--- config.mk ---
export PLATFORM = sky130hd
export DESIGN_NAME = mcg_ram
export DESIGN_NICKNAME = d
export VERILOG_FILES = /design/src/hdl/mcg_ram.sv
export SDC_FILE = /design/constraint.sdc
export NUM_CORES = 1
export LEC_CHECK = 0
export BUFFER_PORTS_ARGS = -buffer_cell sky130_fd_sc_hd__buf_2
export CAP_MARGIN = 10
export CORE_UTILIZATION = 40
export DETAILED_ROUTE_END_ITERATION = 10
export SLEW_MARGIN = 0
export SYNTH_ARGS = -nofsm -noshare
export SYNTH_HDL_FRONTEND = slang
export SYNTH_SLANG_ARGS = --single-unit
--- constraint.sdc ---
create_clock -name clk -period 2.2 [get_ports clk]
set_clock_uncertainty 0.1 [all_clocks]
set_input_delay 0.22 -clock clk [delete_from_list [all_inputs] [get_ports clk]]
set_output_delay 0.22 -clock clk [all_outputs]
set_load 0.05 [all_outputs]
--- src/hdl/mcg_ram.sv ---
`timescale 1ns / 1ps

module mcg_ram #(
    parameter int WIDTH = 8,
    parameter int DEPTH = 64
) (
    input  logic                     clk,
    input  logic                     we,
    input  logic [$clog2(DEPTH)-1:0] waddr,
    input  logic [WIDTH-1:0]         wdata,
    input  logic                     re,
    input  logic [$clog2(DEPTH)-1:0] raddr,
    output logic [WIDTH-1:0]         rdata
);

    logic [WIDTH-1:0] mem [DEPTH];

    always_ff @(posedge clk)
    begin
        if (we)
        begin
            mem[waddr] <= wdata;
        end
        if (re)
        begin
            rdata <= mem[raddr];
        end
    end

endmodule

======== Yosys cells after proc, flatten, opt, wreduce, memory -nomap -nowiden ========
Memories as Yosys holds them, arrays and structs flattened. A register that Yosys moved wholly into a read port is not among the register bits.
Cells that the tools add are included.
operators by class
  multiplexer cells ....................... 2
operators by type and width
  cell     count
  $mux W1  2
word-level totals
  memories kept ........................... 1
  memory bits (writable) .................. 512
  output and inout bits ................... 8
  flip-flop bits (word level) ............. 0
memories
  name  depth  bits a word  rd ports  clocked after Yosys merged registers in  wr ports  line  RTL
  mem   64     8            1         1                                        1         16    logic [WIDTH-1:0] mem [DEPTH];

======== Longest topological paths before layout ========
Gate-level depths: netlist of the first run.
  depth after elaboration ................. 2
  depth in mapped cells ................... 9
  gate-level depth less buffers ........... 5

======== Worst setup path after synthesis of the first run ========
OpenSTA, ideal clock, no wires.
  path type ............................... input to register
  start ................................... in raddr[1]
  end ..................................... reg rdata[3] (read register of mem), data pin
  setup time .............................. 0.266 ns
  buffers on the path ..................... 3
  arrival time ............................ 1.760 ns
  cell stages on the path ................. 7
  path slack .............................. 0.074 ns
  cell sequence ........................... buf_4 buf_2 buf_2 mux4_2 mux4_2 o21ai_1 o41ai_1
RTL lines
  what                line  RTL
  start: declaration  12    input logic [$clog2(DEPTH)-1:0] raddr,
  end: declaration    13    output logic [WIDTH-1:0] rdata

==> results.json, run 1 <==
{
  "grtUsageTotal_pct": 18.4,
  "grt_remaining_overflow": 0,
  "critPathMaxFanout": 1,
  "ant_nets": 0,
  "ioPinCount": 31,
  "period_needed_ps": 2140,
  "port_buffers": 30,
  "drive_gt1_share_pct": 34.6,
  "netlist_instances": 940,
  "max-slew-margin-rel_pct": 48.6,
  "yosysTopAreaCellShare_pct": 77.1,
  "final_hold_viol_count": 0,
  "start_util_pct": 40.4,
  "grt_max_degree": 65,
  "finalMaxSlewViolations": 0,
  "die_area_um2": 51500,
  "outcome": "finished, final reports clean",
  "worst_hold_slack_ps": 28.4,
  "drt_iter0_drc": 876,
  "die_width_um": 227,
  "crit_path_start_kind": "register",
  "num_antenna_cells": 0,
  "max_freq_mhz": 468,
  "setup_viol": 0,
  "critical_path_class": "reg -> reg",
  "firstDrtPassIters": 5,
  "hpwl_um": 29400,
  "area_growth_pct": 18.6,
  "vias": 9932,
  "synth_area_um2": 20200,
  "root_buffer": "clkbuf_16",
  "cts.clk_slew.worst_paths_ps": 60,
  "worst_pin_slew_ps": 771,
  "layout_commonest_cell": "edfxtp_1",
  "final_cells": 1849,
  "cts_made_buffers": 52,
  "clock_path_buffers": 3,
  "wl_um": 45800,
  "place_congestion": 0.842,
  "htreeDepth": 2,
  "powerDensity_nw_per_um2": 872,
  "arrival_ps": 2370,
  "synthFlopType": "edfxtp_1",
  "synth_seq_cells": 520,
  "required_ps": 2430,
  "synth_cell_type_count": 39,
  "drcViolationCount": 0,
  "grt_antenna_before_repair": 2,
  "min_period_over_period_pct": 97.1,
  "peakVddDrop_mv": 0.551,
  "synth_edf_count": 520,
  "yosysWarnings": 0,
  "syn_area_per_cell_um2": 21.5,
  "core_um2": 50100,
  "final_cell_mix": "520 x edfxtp_1, 148 x buf_4, 126 x mux4_2",
  "endpoint_kind": "register",
  "detail_route.wl_per_cell_um": 24.8,
  "dp_cells": 1750,
  "clock-sinks": 520,
  "yosysTopAreaCell": "edfxtp_1",
  "viasPerCell": 5.37,
  "synthArstFlopShare_pct": 0,
  "rsz0062_at_grt": "no",
  "rows": 82,
  "hold_class": "in -> reg",
  "yosysSeqAreaShare_pct": 77.1,
  "fp.dieH_um": 227,
  "netlist_top_cells_area": "edfxtp_1 77%, mux4_2 14%, nor2_1 1.5%, mux2i_1 1.1%, mux2_2 0.72%",
  "cts_tree": "yes",
  "final_nets": 1158,
  "p_leak_nw": 7.80,
  "clk_latency_ps": 610,
  "synthesis.nets": 963,
  "grt_pass1_vias": 10100,
  "cap_violations": 0,
  "grt_pass1_wl_um": 67300
}
-- kinds of logic after synthesis --
| group | share of synthesized area [%] |
|---|---|
| mux | 15.9 |
| flops | 77.1 |
| compound gates | 2.06 |
| buf+inv | 1.56 |
| simple gates | 3.37 |
-- area by class of cell --
type,count,area (um^2)
fillers,4143,26100
flip-flops and latches,520,15600
multi-input cells,369,4330
repair buffers,192,1550
clock buffers,61,1360
well taps,672,841
clock inverters,35,319
-- synthesized netlist by cell type (all sizes together) (2+ instances only) --
master,count
a22oi,3
a211oi,4
buf,34
o41ai,2
nor2b,14
nand3,13
a2111oi,2
o2bb2ai,3
mux2,13
nor3,7
o221ai,8
a21oi,3
o22ai,8
o21ai,4
o2111ai,3
o221a,2
clkbuf,17
o32ai,2
nor2,83
nor4,2
mux2i,23
nand4,2
edfxtp,520
mux4,126
nand3b,3
nand2b,7
a221oi,6
nand2,19
o21a,2
-- worst max-delay path, cell delays in order (launching register included) --
cell      delay [ps]
edfxtp_1         370
mux4_2           470
mux2_2           280
o221a_2          280
nor3_2           260
o32ai_1          120
-- layer usage --
layer / part of all wire [%] / global-route usage, % / vias up
li1: - / - / 4333
met1: 42 / 25.1 / 5200
met2: 48 / 29.0 / 319
met3: 6.4 / 4.26 / 76
met4: 2.8 / 6.32 / 4
met5: 0.059 / 0 / -
-- worst paths after layout --
path              startpoint    endpoint  slack (ps)  depth (start not counted)
hold / removal      wdata[6]  mem[63][6]          30                          1
setup reg to reg  mem[29][6]    rdata[6]          60                          5
setup / recovery  mem[29][6]    rdata[6]          60                          5
hold reg to reg   mem[31][2]    rdata[2]         890                          4
-- state kept, by name (all words and copies together), names as in the netlist --
register  cells
mem         512
rdata         8
-- repair_timing --
action,CTS,global route
buffers inserted,0,0
hold endpoints to repair,30,0
hold buffers,3,0
resized for setup,2,1
endpoints found under the setup margin,2,1
-- report_power, final --
part           internal (mW)  switching [mW]  total, mW
Sequential              11.0          0.0305       11.0
Clock                   5.09            3.65       8.74
Combinational          0.486           0.695       1.18
Total                   16.6            4.37       20.9
-- stage by stage --
| step | utilization, % | total power [mW] | worst slack, ps | TNS, ps | cell area [um^2] |
|---|---|---|---|---|---|
| floorplan | - | 11.8 | 73.7 | 0 | 20200 |
| global route | 48.0 | 21.5 | 6.20 | 0 | 24000 |
| CTS | 48.0 | 21.1 | 1.65 | 0 | 24000 |
| finish | 48.0 | 20.9 | 63.7 | 0 | 24000 |
| global placement | 44.5 | 12.4 | -377 | -2220 | 22300 |
| detailed placement | 44.5 | 12.4 | -372 | -2260 | 22300 |
No activity file was read; power rests on OpenSTA's default activity.
==> inputs of run 2 (changes only) <==
--- a/config.mk
+++ b/config.mk
@@ -8,7 +8,10 @@
 export BUFFER_PORTS_ARGS = -buffer_cell sky130_fd_sc_hd__buf_2
 export CAP_MARGIN = 10
 export CORE_UTILIZATION = 40
+export CTS_BUF_LIST = sky130_fd_sc_hd__clkbuf_4
+export CTS_CLUSTER_DIAMETER = 30
 export DETAILED_ROUTE_END_ITERATION = 10
+export RECOVER_POWER = 25
 export SLEW_MARGIN = 0
 export SYNTH_ARGS = -nofsm -noshare
 export SYNTH_HDL_FRONTEND = slang
==> run 2 against run 1 <==
Against the previous run:
- the flow now finishes with violations (max-capacitance violations, max-slew violations)
- power down 3.4%
- setup slack worse by 19 ps
- first-iteration DRC count down 0.91%
- die area unchanged
- worst hold slack better by 120 ps
- sequential share of layout area down 0.36 points
- critical path type unchanged
- largest power group unchanged
==> results.json, run 2 (synthesis gave the netlist of run 1 again) <==
{
  "hpwl_um": 29400,
  "n_fill_cell": 4232,
  "core_um2": 50100,
  "viasPerCell": 5.27,
  "ioPinCount": 31,
  "p_leak_nw": 8.03,
  "drive_gt1_share_pct": 40.2,
  "area_growth_pct": 19.3,
  "setup_viol": 0,
  "hold_class": "in -> reg",
  "final_hold_viol_count": 0,
  "wl_um": 46800,
  "peakVddDrop_mv": 0.421,
  "reg.largest.list": "mem (512), rdata (8)",
  "critPathMaxFanout": 1,
  "outcome": "complete, but fails checks",
  "clock_path_buffers": 3,
  "period_needed_ps": 2160,
  "place_area_um2": 22300,
  "ant_nets": 0,
  "rsz0062_at_grt": "no",
  "arrival_ps": 2610,
  "clk_latency_ps": 840,
  "crit_path_start_kind": "register",
  "detail_route.wl_per_cell_um": 23.3,
  "final_cell_mix": "520 x edfxtp_1, 189 x clkbuf_4, 146 x buf_4",
  "die_area_um2": 51500,
  "root_buffer": "clkbuf_4",
  "min_period_over_period_pct": 98.0,
  "post_cts_buffers": 0,
  "cp_cell_sequence": "mux4_2 -> mux2_2 -> o221a_2 -> nor3_2 -> o32ai_1",
  "port_buffers": 30,
  "cts_made_buffers": 139,
  "htreeDepth": 4,
  "vias": 10600,
  "stdcell_area_um2": 24100,
  "largest-register": "mem",
  "rows": 82,
  "cts_tree": "yes",
  "grt_pass1_vias": 11000,
  "cap_violations": 1,
  "violations": "max-capacitance violations, max-slew violations",
  "grt_antenna_before_repair": 1,
  "cts.clk_slew.worst_paths_ps": 60,
  "layout_commonest_cell": "edfxtp_1",
  "finalMaxSlewViolations": 33,
  "pre_cts_ws_ps": -372,
  "slowest_delay_ps": 470,
  "required_ps": 2650,
  "endpoint_kind": "register",
  "worst_slack_ps": 44.3,
  "grt_max_degree": 65,
  "critical_path_class": "reg -> reg",
  "grt_pass1_wl_um": 69200,
  "firstDrtPassIters": 5,
  "final_nets": 1263,
  "powerDensity_nw_per_um2": 838,
  "grt_remaining_overflow": 0,
  "multi_input_area_um2": 4340,
  "max_freq_mhz": 464,
  "start_util_pct": 40.4,
  "clock-sinks": 520,
  "fp.dieH_um": 227,
  "drcViolationCount": 0,
  "largest_register_ffs": 512,
  "critPathSlowestCell": "mux4_2",
  "drt_iter0_drc": 868,
  "grtUsageTotal_pct": 18.8,
  "worst_pin_slew_ps": 1570,
  "die_width_um": 227,
  "seq_area_um2": 15600,
  "max-slew-margin-rel_pct": -4.82,
  "place_congestion": 0.842
}
run 2: cell count changes in the layout (fill, tap and decap cells not counted), moves of 4 or more:
cell	before	now
clkbuf_16	53	0
inv_2	0	6
dlygate4sd3_1	3	21
clkinv_1	14	27
clkbuf_4	0	189
buf_2	27	22
bufinv_16	6	2
run 2: area by class of cell:
| type | count | share of cell area [%] |
|---|---|---|
| diodes | 1 | 0.0104 |
| clock buffers | 189 | 5.88 |
| flip-flops and latches | 520 | 64.7 |
| repair buffers | 210 | 6.98 |
| multi-input cells | 369 | 18.0 |
| clock inverters | 48 | 1.03 |
| well taps | 672 | 3.48 |
run 2: path summary, 6_finish.rpt:
kind                   start        to  slack, ps  cells past startpoint
setup / recovery  mem[29][6]  rdata[6]         40                      5
hold / removal      raddr[3]  rdata[6]        150                      5
setup reg to reg  mem[29][6]  rdata[6]         40                      5
hold reg to reg   mem[30][4]  rdata[4]        870                      3
run 2: power breakdown:
| group | internal, mW | total (mW) | switching, mW |
|---|---|---|---|
| combinational | 0.497 | 1.20 | 0.700 |
| clock | 4.22 | 8.01 | 3.79 |
| sequential | 11.0 | 11.0 | 0.0297 |
| total | 15.7 | 20.2 | 4.52 |
run 2: per-stage QoR:
stage / cells / setup TNS, ps / utilization (%) / power, mW / hold slack (ps)
2_1_floorplan: 940 / 0 / - / 11.8 / 219
3_3_place_gp: 1750 / -2220 / 44.5 / 12.4 / 518
3_5_place_dp: 1750 / -2260 / 44.5 / 12.4 / 517
4_1_cts: 2009 / 0 / 48.3 / 20.5 / 90.4
5_1_grt: 2009 / 0 / 48.2 / 21.0 / 170
6_report: 2009 / 0 / 48.2 / 20.2 / 153
run 2: critical path: cells and delay by family, from the launching register on:
kind,cells,cell delay [ps]
AOI/OAI and AO/OA,2,400
DFF,1,370
muxes,2,760
and+or+nand+nor,1,250
run 2: timing repair:
action                     in CTS  in global routing
hold buffers                   22                  0
hold endpoints to repair      485                  0
setup endpoints to repair       2                 13
resized for setup               2                  2
cloned                          0                  0
run 2: metal layers:
layer	global-route usage, %	share of wire, %	wire length, um
met5	0	0	0
met1	25.2	41	19300
met4	7.69	2.3	1070
met3	4.16	7.0	3270
met2	30.0	49	23100
